## src/design/dvrt_pkg.sv

```systemverilog
// Shared types and constants of the distance-vector route table.
`default_nettype none
package dvrt_pkg;

    localparam int ID_W        = 3;
    localparam int DIST_W      = 6;
    localparam int RESULT_CAP  = 8;
    localparam int QUEUE_DEPTH = 2;
    localparam logic [DIST_W-1:0] DIST_MAX  = 6'd63;
    localparam logic [DIST_W-1:0] DIST_LINK = 6'd1;
    localparam logic [DIST_W-1:0] DIST_SELF = 6'd0;

    typedef enum logic [1:0] {
        FUNC_VECTOR    = 2'd0,
        FUNC_LINK_UP   = 2'd1,
        FUNC_LINK_DOWN = 2'd2,
        FUNC_ADVERTISE = 2'd3
    } t_func;

    // one input beat
    typedef struct packed {
        t_func              func;
        logic [ID_W-1:0]    sender;
        logic [ID_W-1:0]    dest;
        logic [DIST_W-1:0]  dist_req;
    } t_item;

    // one result beat
    typedef struct packed {
        logic [ID_W-1:0]    entry_dest;
        logic [ID_W-1:0]    entry_next_hop;
        logic [DIST_W-1:0]  entry_dist;
        logic               reachable;
        logic               changed;
        logic               last;
    } t_result;

    // classified command handed from front to back
    typedef struct packed {
        t_func              func;
        logic [ID_W-1:0]    sender;
        logic [ID_W-1:0]    dest;
        logic [DIST_W-1:0]  cand;
        logic               dest_self;
        logic               dest_in;
        logic               sender_self;
    } t_cmd;

endpackage
`default_nettype wire

```

## src/design/dvrt_fifo.sv

```systemverilog
// Small register queue used between the pipeline parts.
`default_nettype none
module dvrt_fifo #(
    parameter int W     = 8,
    parameter int DEPTH = 2
) (
    input  wire logic         i_clk,
    input  wire logic         i_rst_n,
    input  wire logic         i_push,
    input  wire logic [W-1:0] i_data,
    output logic              o_full,
    input  wire logic         i_pop,
    output logic [W-1:0]      o_data,
    output logic              o_empty
);
    localparam int AW = (DEPTH > 1) ? $clog2(DEPTH) : 1;

    logic [W-1:0]  r_mem [DEPTH];
    logic [AW-1:0] r_wr_ptr, r_rd_ptr;
    logic [AW:0]   r_count;
    logic          do_push, do_pop;

    assign o_full  = (r_count == (AW+1)'(DEPTH));
    assign o_empty = (r_count == '0);
    assign do_push = i_push && !o_full;
    assign do_pop  = i_pop && !o_empty;
    assign o_data  = r_mem[r_rd_ptr];

    // pointers and fill level
    always_ff @(posedge i_clk) begin
        if (!i_rst_n) begin
            r_wr_ptr <= '0;
            r_rd_ptr <= '0;
            r_count  <= '0;
        end else begin
            if (do_push) begin
                r_wr_ptr <= (r_wr_ptr == AW'(DEPTH-1)) ? '0 : r_wr_ptr + 1'b1;
            end
            if (do_pop) begin
                r_rd_ptr <= (r_rd_ptr == AW'(DEPTH-1)) ? '0 : r_rd_ptr + 1'b1;
            end
            case ({do_push, do_pop})
                2'b10:   r_count <= r_count + 1'b1;
                2'b01:   r_count <= r_count - 1'b1;
                default: r_count <= r_count;
            endcase
        end
    end

    // storage
    always_ff @(posedge i_clk) begin
        if (do_push) begin
            r_mem[r_wr_ptr] <= i_data;
        end
    end

endmodule
`default_nettype wire

```

## src/design/dvrt_front.sv

```systemverilog
// Front end: accepts input beats, classifies them and queues commands.
`default_nettype none
module dvrt_front #(
    parameter int MAX_NODES = 8
) (
    input  wire logic                   i_clk,
    input  wire logic                   i_rst_n,
    input  wire logic [dvrt_pkg::ID_W-1:0] i_self_id,
    input  wire logic                   i_push,
    input  wire dvrt_pkg::t_item        i_item,
    output logic                        o_full,
    input  wire logic                   i_pop,
    output dvrt_pkg::t_cmd              o_cmd,
    output logic                        o_empty
);
    dvrt_pkg::t_cmd cmd;
    logic [$bits(dvrt_pkg::t_cmd)-1:0] head;

    // decode ids against this router and the table size, saturate distance
    always_comb begin
        cmd.func        = i_item.func;
        cmd.sender      = i_item.sender;
        cmd.dest        = i_item.dest;
        cmd.cand        = (i_item.dist_req == dvrt_pkg::DIST_MAX) ? dvrt_pkg::DIST_MAX
                                                                  : i_item.dist_req + 1'b1;
        cmd.dest_self   = (i_item.dest == i_self_id);
        cmd.dest_in     = !cmd.dest_self && (int'(i_item.dest) < MAX_NODES);
        cmd.sender_self = (i_item.sender == i_self_id);
    end

    dvrt_fifo #(
        .W     ($bits(dvrt_pkg::t_cmd)),
        .DEPTH (dvrt_pkg::QUEUE_DEPTH)
    ) u_cmd_q (
        .i_clk   (i_clk),
        .i_rst_n (i_rst_n),
        .i_push  (i_push),
        .i_data  (cmd),
        .o_full  (o_full),
        .i_pop   (i_pop),
        .o_data  (head),
        .o_empty (o_empty)
    );

    assign o_cmd = dvrt_pkg::t_cmd'(head);

endmodule
`default_nettype wire

```

## src/design/dvrt_back.sv

```systemverilog
// Back end: route table storage, updates and advertise walk.
`default_nettype none
module dvrt_back #(
    parameter int MAX_NODES = 8
) (
    input  wire logic                      i_clk,
    input  wire logic                      i_rst_n,
    input  wire logic [dvrt_pkg::ID_W-1:0] i_self_id,
    input  wire dvrt_pkg::t_cmd            i_cmd,
    input  wire logic                      i_cmd_empty,
    output logic                           o_cmd_pop,
    output logic                           o_res_push,
    output dvrt_pkg::t_result              o_res,
    input  wire logic                      i_res_full
);
    localparam int IW = $clog2(MAX_NODES);
    localparam int CW = $clog2(dvrt_pkg::RESULT_CAP);
    localparam logic [CW-1:0] CNT_LAST = CW'(dvrt_pkg::RESULT_CAP - 1);
    localparam logic [IW-1:0] IDX_LAST = IW'(MAX_NODES - 1);

    typedef enum logic [1:0] {
        S_IDLE,
        S_EXEC,
        S_ADV
    } t_state;

    t_state                       r_state;
    dvrt_pkg::t_cmd               r_cmd;
    logic [IW-1:0]                r_idx;
    logic [CW-1:0]                r_cnt;
    logic [MAX_NODES-1:0]         r_valid;

    logic [dvrt_pkg::ID_W-1:0]    r_hop_mem  [MAX_NODES];
    logic [dvrt_pkg::DIST_W-1:0]  r_dist_mem [MAX_NODES];
    logic [dvrt_pkg::ID_W-1:0]    r_rd_hop;
    logic [dvrt_pkg::DIST_W-1:0]  r_rd_dist;

    logic [IW-1:0]                rd_addr;
    logic [IW-1:0]                di;
    logic                         mem_we;
    logic                         old_valid;
    logic                         new_valid;
    logic [dvrt_pkg::ID_W-1:0]    new_hop;
    logic [dvrt_pkg::DIST_W-1:0]  new_dist;
    logic                         chg;
    logic                         take;
    logic [MAX_NODES-1:0]         reach_mask;
    logic [MAX_NODES-1:0]         above;
    logic                         adv_reach;
    logic                         adv_more;
    logic                         adv_last;
    logic                         adv_self;
    logic                         adv_emit;
    logic                         adv_done;
    dvrt_pkg::t_result            exec_res;
    dvrt_pkg::t_result            adv_res;

    assign di        = IW'(r_cmd.dest);
    assign old_valid = r_valid[di];

    // read-modify-write decision for one update command
    always_comb begin
        new_valid = old_valid;
        new_hop   = r_rd_hop;
        new_dist  = r_rd_dist;
        chg       = 1'b0;
        mem_we    = 1'b0;
        take      = 1'b0;
        if (r_cmd.dest_in) begin
            case (r_cmd.func)
                dvrt_pkg::FUNC_VECTOR: begin
                    take = !r_cmd.sender_self && (!old_valid || r_cmd.cand < r_rd_dist);
                    if (take) begin
                        chg       = !old_valid || r_rd_hop != r_cmd.sender
                                    || r_rd_dist != r_cmd.cand;
                        new_valid = 1'b1;
                        new_hop   = r_cmd.sender;
                        new_dist  = r_cmd.cand;
                        mem_we    = 1'b1;
                    end
                end
                dvrt_pkg::FUNC_LINK_UP: begin
                    chg       = !old_valid || r_rd_hop != r_cmd.dest
                                || r_rd_dist != dvrt_pkg::DIST_LINK;
                    new_valid = 1'b1;
                    new_hop   = r_cmd.dest;
                    new_dist  = dvrt_pkg::DIST_LINK;
                    mem_we    = 1'b1;
                end
                dvrt_pkg::FUNC_LINK_DOWN: begin
                    chg       = old_valid;
                    new_valid = 1'b0;
                end
                default: begin
                    chg = 1'b0;
                end
            endcase
        end
    end

    // result of an update command
    always_comb begin
        exec_res.entry_dest = r_cmd.dest;
        exec_res.changed    = chg;
        exec_res.last       = 1'b1;
        if (r_cmd.dest_self) begin
            exec_res.reachable      = 1'b1;
            exec_res.entry_next_hop = i_self_id;
            exec_res.entry_dist     = dvrt_pkg::DIST_SELF;
        end else if (r_cmd.dest_in && new_valid) begin
            exec_res.reachable      = 1'b1;
            exec_res.entry_next_hop = new_hop;
            exec_res.entry_dist     = new_dist;
        end else begin
            exec_res.reachable      = 1'b0;
            exec_res.entry_next_hop = '0;
            exec_res.entry_dist     = '0;
        end
    end

    // advertise walk: reachable set and lookahead for the last beat
    always_comb begin
        for (int i = 0; i < MAX_NODES; i++) begin
            reach_mask[i] = r_valid[i] || (int'(i_self_id) == i);
        end
        above     = (reach_mask >> r_idx) >> 1;
        adv_reach = reach_mask[r_idx];
        adv_more  = |above;
        adv_last  = !adv_more || (r_cnt == CNT_LAST);
        adv_self  = (int'(i_self_id) == int'(r_idx));
        adv_emit  = (r_state == S_ADV) && adv_reach && !i_res_full;
        adv_done  = (adv_emit && adv_last) || (!adv_reach && !adv_more)
                    || (r_idx == IDX_LAST && (adv_emit || !adv_reach));

        adv_res.entry_dest     = dvrt_pkg::ID_W'(r_idx);
        adv_res.entry_next_hop = adv_self ? i_self_id : r_rd_hop;
        adv_res.entry_dist     = adv_self ? dvrt_pkg::DIST_SELF : r_rd_dist;
        adv_res.reachable      = 1'b1;
        adv_res.changed        = 1'b0;
        adv_res.last           = adv_last;
    end

    // handshakes toward both queues and table read address
    always_comb begin
        o_cmd_pop  = (r_state == S_IDLE) && !i_cmd_empty;
        o_res_push = 1'b0;
        o_res      = exec_res;
        rd_addr    = r_idx;
        case (r_state)
            S_IDLE: begin
                rd_addr = (i_cmd.func == dvrt_pkg::FUNC_ADVERTISE) ? '0 : IW'(i_cmd.dest);
            end
            S_EXEC: begin
                o_res_push = !i_res_full;
                rd_addr    = di;
            end
            S_ADV: begin
                o_res_push = adv_emit;
                o_res      = adv_res;
                if (adv_emit || !adv_reach) begin
                    rd_addr = r_idx + 1'b1;
                end
            end
            default: begin
                rd_addr = r_idx;
            end
        endcase
    end

    // control state and valid marks
    always_ff @(posedge i_clk) begin
        if (!i_rst_n) begin
            r_state <= S_IDLE;
            r_idx   <= '0;
            r_cnt   <= '0;
            r_valid <= '0;
        end else begin
            case (r_state)
                S_IDLE: begin
                    if (!i_cmd_empty) begin
                        r_cmd <= i_cmd;
                        r_idx <= '0;
                        r_cnt <= '0;
                        r_state <= (i_cmd.func == dvrt_pkg::FUNC_ADVERTISE) ? S_ADV : S_EXEC;
                    end
                end
                S_EXEC: begin
                    if (!i_res_full) begin
                        if (r_cmd.dest_in) begin
                            r_valid[di] <= new_valid;
                        end
                        r_state <= S_IDLE;
                    end
                end
                S_ADV: begin
                    if (adv_done) begin
                        r_state <= S_IDLE;
                    end else if (adv_emit || !adv_reach) begin
                        r_idx <= r_idx + 1'b1;
                    end
                    if (adv_emit) begin
                        r_cnt <= r_cnt + 1'b1;
                    end
                end
                default: begin
                    r_state <= S_IDLE;
                end
            endcase
        end
    end

    // next hop and distance storage, registered read
    always_ff @(posedge i_clk) begin
        if (r_state == S_EXEC && !i_res_full && mem_we) begin
            r_hop_mem[di]  <= new_hop;
            r_dist_mem[di] <= new_dist;
        end
        r_rd_hop  <= r_hop_mem[rd_addr];
        r_rd_dist <= r_dist_mem[rd_addr];
    end

endmodule
`default_nettype wire

```

## src/design/distance_vector_route_table_top.sv

```systemverilog
// Path: a link or vector beat passes the command queue, the back end's EXEC state and the result queue.
// Back end: link and vector beats take a table read, then update and result, and a new
// command is taken only back in IDLE; an advertise beat walks the table, one table entry
// per cycle through the single table read port while the result queue is not full.
// Reset: synchronous, active low; clears both queues, all route marks and self_id to 0.
// Next hop and distance storage is not cleared; entries are used only while marked.
`default_nettype none
module distance_vector_route_table_top #(
    parameter int MAX_NODES = 8
) (
    input  wire logic                      i_clk,
    input  wire logic                      i_rst_n,
    input  wire logic                      i_cfg_we,
    input  wire logic [dvrt_pkg::ID_W-1:0] i_cfg_wdata,
    input  wire logic                      push,
    input  wire dvrt_pkg::t_item           i_item,
    output logic                           full,
    input  wire logic                      pop,
    output dvrt_pkg::t_result              o_result,
    output logic                           empty
);
    logic [dvrt_pkg::ID_W-1:0] r_self_id;
    dvrt_pkg::t_cmd            cmd;
    logic                      cmd_empty;
    logic                      cmd_pop;
    logic                      res_push;
    dvrt_pkg::t_result         res;
    logic                      res_full;
    logic [$bits(dvrt_pkg::t_result)-1:0] res_head;

    // this router's id
    always_ff @(posedge i_clk) begin
        if (!i_rst_n) begin
            r_self_id <= '0;
        end else if (i_cfg_we) begin
            r_self_id <= i_cfg_wdata;
        end
    end

    dvrt_front #(
        .MAX_NODES (MAX_NODES)
    ) u_front (
        .i_clk     (i_clk),
        .i_rst_n   (i_rst_n),
        .i_self_id (r_self_id),
        .i_push    (push),
        .i_item    (i_item),
        .o_full    (full),
        .i_pop     (cmd_pop),
        .o_cmd     (cmd),
        .o_empty   (cmd_empty)
    );

    dvrt_back #(
        .MAX_NODES (MAX_NODES)
    ) u_back (
        .i_clk       (i_clk),
        .i_rst_n     (i_rst_n),
        .i_self_id   (r_self_id),
        .i_cmd       (cmd),
        .i_cmd_empty (cmd_empty),
        .o_cmd_pop   (cmd_pop),
        .o_res_push  (res_push),
        .o_res       (res),
        .i_res_full  (res_full)
    );

    // result queue
    dvrt_fifo #(
        .W     ($bits(dvrt_pkg::t_result)),
        .DEPTH (dvrt_pkg::QUEUE_DEPTH)
    ) u_res_q (
        .i_clk   (i_clk),
        .i_rst_n (i_rst_n),
        .i_push  (res_push),
        .i_data  (res),
        .o_full  (res_full),
        .i_pop   (pop),
        .o_data  (res_head),
        .o_empty (empty)
    );

    assign o_result = dvrt_pkg::t_result'(res_head);

`ifndef SYNTHESIS
    a_no_push_full: assert property (@(posedge i_clk) disable iff (!i_rst_n)
        !(res_push && res_full))
        else $error("result beat pushed into full queue");

    a_no_pop_empty: assert property (@(posedge i_clk) disable iff (!i_rst_n)
        !(cmd_pop && cmd_empty))
        else $error("command popped from empty queue");

    a_unreach_zero: assert property (@(posedge i_clk) disable iff (!i_rst_n)
        (!empty && !o_result.reachable) |->
        (o_result.entry_next_hop == '0 && o_result.entry_dist == '0))
        else $error("unreachable result carries route data");

    a_no_take_busy: assert property (@(posedge i_clk) disable iff (!i_rst_n)
        cmd_pop |=> !cmd_pop)
        else $error("back end took two commands back to back");
`endif

endmodule
`default_nettype wire

```

## config.mk

```make
export PLATFORM = sky130hd
export DESIGN_NAME = distance_vector_route_table_top
export DESIGN_NICKNAME = d
export VERILOG_FILES = /design/src/design/dvrt_pkg.sv /design/src/design/dvrt_fifo.sv /design/src/design/dvrt_front.sv /design/src/design/dvrt_back.sv /design/src/design/distance_vector_route_table_top.sv
export SDC_FILE = /design/constraint.sdc
export NUM_CORES = 1
export LEC_CHECK = 0
export ABC_CLOCK_PERIOD_IN_PS = 3900
export BUFFER_PORTS_ARGS = -buffer_cell sky130_fd_sc_hd__buf_2
export CAP_MARGIN = 0
export CORE_MARGIN = 10
export CORE_UTILIZATION = 60
export CTS_BUF_LIST = sky130_fd_sc_hd__clkbuf_4 sky130_fd_sc_hd__clkbuf_8
export DETAILED_ROUTE_END_ITERATION = 12
export PLACE_DENSITY_LB_ADDON = 0.08
export SYNTH_ARGS = -nofsm -noshare
export SYNTH_HDL_FRONTEND = slang
export SYNTH_SLANG_ARGS = --single-unit
```

## constraint.sdc

```tcl
create_clock -name i_clk -period 3.9 [get_ports i_clk]
set_clock_uncertainty 0.05 [all_clocks]
set_input_delay 0.195 -clock i_clk [delete_from_list [all_inputs] [get_ports i_clk]]
set_output_delay 0.195 -clock i_clk [all_outputs]
set_load 0.1 [all_outputs]
```

# --- Word level (Yosys, flattened, before mapping) ---
# Memory sizes are Yosys's and may differ from the RTL's. A register that Yosys moved wholly into a read port is not among the register bits.
# Cells that the tools add are included.
classes:
  reduce_logical: 55
  bitwise_logic: 2
  n_addsub: 11
  order_cmp: 4
  muxes: 58
  n_eq_ne: 33
  shift: 1
ops:
  columns: ["cell", "n"]
  rows:
  - ["$mux 3", 8]
  - ["$mux 6", 4]
  - ["$mux 1", 23]
  - ["$mux 10", 2]
  - ["$eq 3x3->1 const B", 6]
  - ["$pmux 3 s2", 3]
  - ["$logic_or 1x1->1", 17]
  - ["$logic_and 1x1->1", 15]
  - ["$mux 15", 1]
  - ["$reduce_and 3->1", 5]
  - ["$eq 2x2->1 const B", 7]
  - ["$pmux 6 s2", 1]
  - ["$eq 3x3->1", 3]
  - ["$logic_not 1->1", 9]
  - ["$pmux 3 s3", 1]
  - ["$bwmux 8", 1]
  - ["$eq 2x1->1 const B", 4]
  - ["$logic_not 2->1", 4]
  - ["$lt 3x4->1 const B", 2]
  - ["$mux 2", 4]
  - ["$pmux 2 s2", 2]
  - ["$shr 8x3->8", 1]
  - ["$reduce_or 7->1", 1]
  - ["$add 3x1->3 const B", 2]
  - ["22 further kinds", 38]
word_totals:
  ram_bits: 136
  ff_bits: 44
  memories: 4
memory_table:
  columns: ["memory", "words", "width", "rd", "rd_ports_with_merged_regs", "wr", "line", "rtl"]
  rows:
  - ["u_back.r_dist_mem", 8, 6, 1, 1, 1, "dvrt_back.sv:34", "logic [dvrt_pkg::DIST_W-1:0] r_dist_mem [MAX_NODES];"]
  - ["u_front.u_cmd_q.r_mem", 2, 17, 1, 1, 1, "dvrt_fifo.sv:18", "logic [W-1:0] r_mem [DEPTH];"]
  - ["u_res_q.r_mem", 2, 15, 1, 1, 1, "dvrt_fifo.sv:18", null]
  - ["u_back.r_hop_mem", 8, 3, 1, 1, 1, "dvrt_back.sv:33", "logic [dvrt_pkg::ID_W-1:0] r_hop_mem [MAX_NODES];"]

# --- Depth between registers and ports, before layout ---
depth:
  word_depth: 12
  mapped_depth: 13

# --- Hierarchy ---
# Synthesis repeated with hierarchy kept, for this count alone.
unflattened:
  cells_unflattened: 668
  area_unflattened_um2: 8957.3
by_module_without_submodules:
  columns: ["mod", "area_per_inst_um2", "seq_area_each_um2", "instances", "cells_each"]
  rows:
  - ["dvrt_back", 5888.1, 3173.0, 1, 478]
  - ["dvrt_fifo (u_front.u_cmd_q)", 1458.9, 1121.1, 1, 79]
  - ["dvrt_fifo (u_res_q)", 1317.5, 1001.0, 1, 73]
  - ["dvrt_front", 183.9, 0.0, 1, 29]
  - ["distance_vector_route_table_top", 108.9, 60.1, 1, 9]

# --- Worst setup path before layout ---
# Ideal clock, no wire load.
synth_timing:
  path_type: "flip-flop to flip-flop"
  startpoint: "register u_back.r_cmd[4] in the netlist's numbering"
  endpoint: "memory u_back.r_dist_mem[0][0] in the netlist's numbering, enable pin"
  path_slack_ns: 0.855
  synth_period_minus_slack_ns: 3.045
  stages_incl_launch_ff: 10
  arrival_ns: 2.608
  setup_ns: 0.387
  path_cell_list: "edfxtp_1 ha_1 nor2b_1 o21ai_0 a21oi_1 o31ai_1 and2_1 nor2_1 or3_1 nor3_1"
synth_between:
  elab_chain_len: 9
synth_lines:
  columns: ["element", "line", "rtl"]
  rows:
  - ["start, declared", "dvrt_back.sv:28", "dvrt_pkg::t_cmd r_cmd;"]
  - ["start signal, assigned", "dvrt_back.sv:181", "r_cmd <= i_cmd;"]
  - ["$lt 6x6->1", "dvrt_back.sv:72", "take = !r_cmd.sender_self && (!old_valid || r_cmd.cand < r_rd_dist);"]
  - ["$logic_or 1x1->1", "dvrt_back.sv:72", null]
  - ["$logic_and 1x1->1", "dvrt_back.sv:72", null]
  - ["$mux 1", "dvrt_back.sv:73", "if (take) begin"]
  - ["$pmux 1 s2", "dvrt_back.sv:70", "case (r_cmd.func)"]
  - ["$mux 1", "dvrt_back.sv:69", "if (r_cmd.dest_in) begin"]
  - ["$logic_and 1x1->1", "dvrt_back.sv:214", "if (r_state == S_EXEC && !i_res_full && mem_we) begin"]
  - ["$mux 1", "dvrt_back.sv:214", null]
  - ["$mux 1 (implied by the code)", "dvrt_back.sv:216", "r_dist_mem[di] <= new_dist;"]
  - ["end, declared", "dvrt_back.sv:34", null]
# Every way passes these cells.

# --- Worst setup path in the final report ---
layout_timing:
  startpoint: "register u_back.r_cmd (netlist bit u_back.di[0])"
  endpoint: "memory u_back.r_dist_mem[2][5] in the netlist's numbering, enable pin"
layout_between:
  elab_chain_len: 11
layout_lines:
  columns: ["element", "line", "rtl"]
  rows:
  - ["$bmux 1 s3", "dvrt_back.sv:59", "assign old_valid = r_valid[di];"]
  - ["$mux 1 (implied by the code)", "dvrt_back.sv:59", null]
  - ["$logic_not 1->1", "dvrt_back.sv:72", null]
  - ["$logic_or 1x1->1", "dvrt_back.sv:72", null]
  - ["$logic_and 1x1->1", "dvrt_back.sv:72", null]
  - ["$mux 1", "dvrt_back.sv:73", null]
  - ["$pmux 1 s2", "dvrt_back.sv:70", null]
  - ["$mux 1", "dvrt_back.sv:69", null]
  - ["$logic_and 1x1->1", "dvrt_back.sv:214", null]
  - ["$mux 1", "dvrt_back.sv:214", null]
  - ["$mux 1 (implied by the code)", "dvrt_back.sv:216", null]
# Parallel ways exist; a longest one is shown, timed or not. The select of a mux whose other input is x is not followed.

==> impl_metrics.json <==
{
  "layout-drive-gt1-share_pct": 21.8,
  "critPathMaxFanout": 14,
  "clockPowerShare_pct": 18.7,
  "fillCellCount": 1040,
  "die_x_um": 141,
  "first_pass_iters": 5,
  "grt_overflow": 0,
  "ys_seq_elements": 191,
  "path_buf_inv": 1,
  "seqCellArea_um2": 5360,
  "dieHeight_um": 141,
  "antenna_found_initial": 0,
  "maxSlewViolCount": 0,
  "nNetsFinal": 784,
  "avgRoutedWirePerCell_um": 20.3,
  "synth_cell_type_count": 75,
  "final_common_cell": "edfxtp_1",
  "grt_max_degree": 27,
  "vias": 5584,
  "endpoint_kind": "flip-flop",
  "reg2reg_depth": 9,
  "sw_frac_of_total_pct": 37.2,
  "routed_via_density": 5.93,
  "worstSetupPathType": "flip-flop to flip-flop",
  "power.switching_mw": 2.47,
  "syn_inst": 669,
  "yosys-top-cells-area": "edfxtp_1, dfxtp_1, mux2_2",
  "seqPwrFrac_pct": 43.1,
  "yosysTopAreaCellShare_pct": 52.4,
  "track_usage_pct": 19.6,
  "clk_latency_ns": 0.48,
  "holdPathStages": 2,
  "synth.cell_area_um2": 8770,
  "crit_arrival_ns": 3.53,
  "utilization_pct": 67.9,
  "cpLargestDelayFamily": "simple AND/OR/NAND/NOR gates",
  "cts.htree.levels": 4,
  "drt-total-wl_um": 19100,
  "outcome": "completed",
  "synth_top_area_cell": "edfxtp_1",
  "hp-class": "input port to flip-flop",
  "vdd_ir_drop_max_mv": 0.390,
  "io_pins": 39,
  "async_flop_share_pct": 0,
  "comb_power_share_pct": 38.2,
  "clock_path_buffers": 2,
  "ant_nets": 0,
  "cts.clk_slew.worst_paths_ns": 0.08,
  "path_depth": 9,
  "drt_iter0_markers": 427,
  "max_cap_viol_count": 0,
  "r2r_slack_ns": 0.49,
  "rows": 44,
  "multi_input_area_um2": 3130,
  "synth_seq_area_share_pct": 61.1,
  "setup_viol": 0,
  "drcViolationCount": 0,
  "synth_edf_count": 153,
  "synth_fp_nets": 708,
  "area.growth.synth_to_final_pct": 11.6,
  "hold_viol_final": 0,
  "relSlewSlack_pct": 34.1,
  "cts_root_buf": "clkbuf_8",
  "fin_cells": 942,
  "grt_pass1_vias": 5698,
  "period_needed_ns": 3.41,
  "worstSetupStartpointType": "flip-flop",
  "path_cells": "mux2_2, a221oi_1, o22ai_1, o31ai_1, and2_1, nor2_1, or3_1, nor3_1, buf_4",
  "worst_pin_slew_ns": 0.976,
  "synth.avg_cell_area_um2": 13.1,
  "fin_crit_sh_pct": 87.4,
  "placedCellCount": 895,
  "synth-main-ff-cell": "edfxtp_1",
  "layout_common_cells": "edfxtp_1, nor2_1, mux2_2, dfxtp_1, buf_2",
  "powerDensity_nw_per_um2": 678,
  "power_leakage_nw": 3.58,
  "grt_pass1_wl_um": 30600,
  "numPortBuffers": 38,
  "die_area_um2": 19900,
  "diodes": 0,
  "ys_warn_count": 0,
  "crit_required_ns": 4.03,
  "cts_buffers": 17,
  "coreArea_um2": 14400,
  "rsz0062_at_grt": "false",
  "clkSinkCount": 191,
  "gp_congestion": 0.922,
  "ctsResizeCount": 0,
  "setup_tns_ns": 0,
  "worst_path_max_delay_cell": "edfxtp_1",
  "p_int_mw": 4.17,
  "max_freq_ghz": 0.294,
  "initial_utilization_pct": 60.8,
  "dp_hpwl_um": 13800,
  "slowest_delay_ns": 0.68,
  "tritoncts": "done"
}
==> flip-flops by register name (all words and copies together), names as in the netlist, 3 cells and up, named ones only <==
register / flops
u_back.r_dist_mem: 48
u_front.u_cmd_q.r_mem: 34
u_res_q.r_mem: 30
u_back.r_hop_mem: 24
u_back.r_cmd: 14
u_back.r_valid: 8
u_back.r_rd_dist: 6
r_self_id: 3
u_back.di: 3
u_back.r_cnt: 3
u_back.r_idx: 3
u_back.r_rd_hop: 3
==> cell type report <==
| class | instances | area share, % |
|---|---|---|
| Clock inverter | 9 | 0.831 |
| Inverter | 31 | 1.19 |
| Sequential cell | 191 | 54.7 |
| Tap cell | 184 | 2.35 |
| Timing Repair Buffer | 86 | 6.01 |
| Multi-Input combinational cell | 418 | 31.9 |
| Clock buffer | 23 | 2.98 |
==> synthesized netlist by cell type, drive strengths merged, types with 4 or more instances <==
cell	number
a2111oi	4
a21o	4
a21oi	25
a221oi	12
a22o	5
a31oi	7
and2	4
and3	6
buf	13
clkbuf	16
dfxtp	38
edfxtp	153
ha	17
inv	30
mux2	53
mux2i	29
nand2	32
nand2b	12
nand3	7
nand4	6
nor2	54
nor2b	9
nor3	8
o21ai	26
o22ai	15
o32ai	5
or3	5
xnor2	11
xor2	14
==> worst reg2reg max path: cells and delay by family, from the launching register on <==
| kind | cells | cell delay (ns) |
|---|---|---|
| mux | 1 | 0.40 |
| buf+inv | 1 | 0.22 |
| flops | 1 | 0.68 |
| compound gates | 3 | 0.63 |
| simple gates | 4 | 1.14 |
==> logic make-up after synthesis <==
family / share of synthesized area [%]
xor+xnor: 2.50
fa+ha+maj: 2.43
buf+inv: 3.31
compound gates: 10.9
flops: 61.1
mux: 10.5
simple gates: 9.24
==> layer usage <==
| metal | GRT usage, % | part of all wire (%) | up-vias |
|---|---|---|---|
| met5 | 0 | 0 | - |
| met4 | 9.24 | 3.6 | 0 |
| met3 | 4.03 | 4.1 | 45 |
| met2 | 32.3 | 50 | 151 |
| met1 | 24.0 | 42 | 2709 |
| li1 | - | - | 2679 |
==> what timing repair did <==
item	CTS	global route
hold buffers	15	0
hold endpoints to repair	22	0
setup buffers	0	0
==> power by group through the flow <==
stage	clock, mW	sequential, mW	combinational, mW
final	1.24	2.86	2.54
after global routing	1.34	2.89	2.75
after CTS	1.26	2.85	2.54
after detailed placement	0	2.90	2.52
after global placement	0	2.89	2.45
after floorplan	0	2.78	1.97
==> metrics by stage <==
stage          hold slack (ns)  area [µm²]  total power, mW  setup WS, ns
6_report                0.0423        9790             6.64         0.493
5_1_grt                 0.0401        9790             6.98         0.281
4_1_cts                 0.0219        9790             6.66         0.531
3_5_place_dp             0.337        9270             5.41         0.555
3_3_place_gp             0.335        9270             5.34         0.651
2_1_floorplan            0.244        8770             4.75         0.855
==> path summary, 6_finish.rpt <==
check,start,endpoint
hold / removal,i_item[4],u_front.u_cmd_q.r_mem[1][7]$_DFFE_PP_
hold reg to reg,u_back.r_cnt[0]$_SDFFE_PN0P_,u_back.r_cnt[0]$_SDFFE_PN0P_
setup reg to reg,u_back.di[0]$_DFFE_PP_,u_back.r_dist_mem[2][5]$_DFFE_PP_
setup / recovery,u_back.di[0]$_DFFE_PP_,u_back.r_dist_mem[2][5]$_DFFE_PP_
No activity file was read; power rests on OpenSTA's default activity.
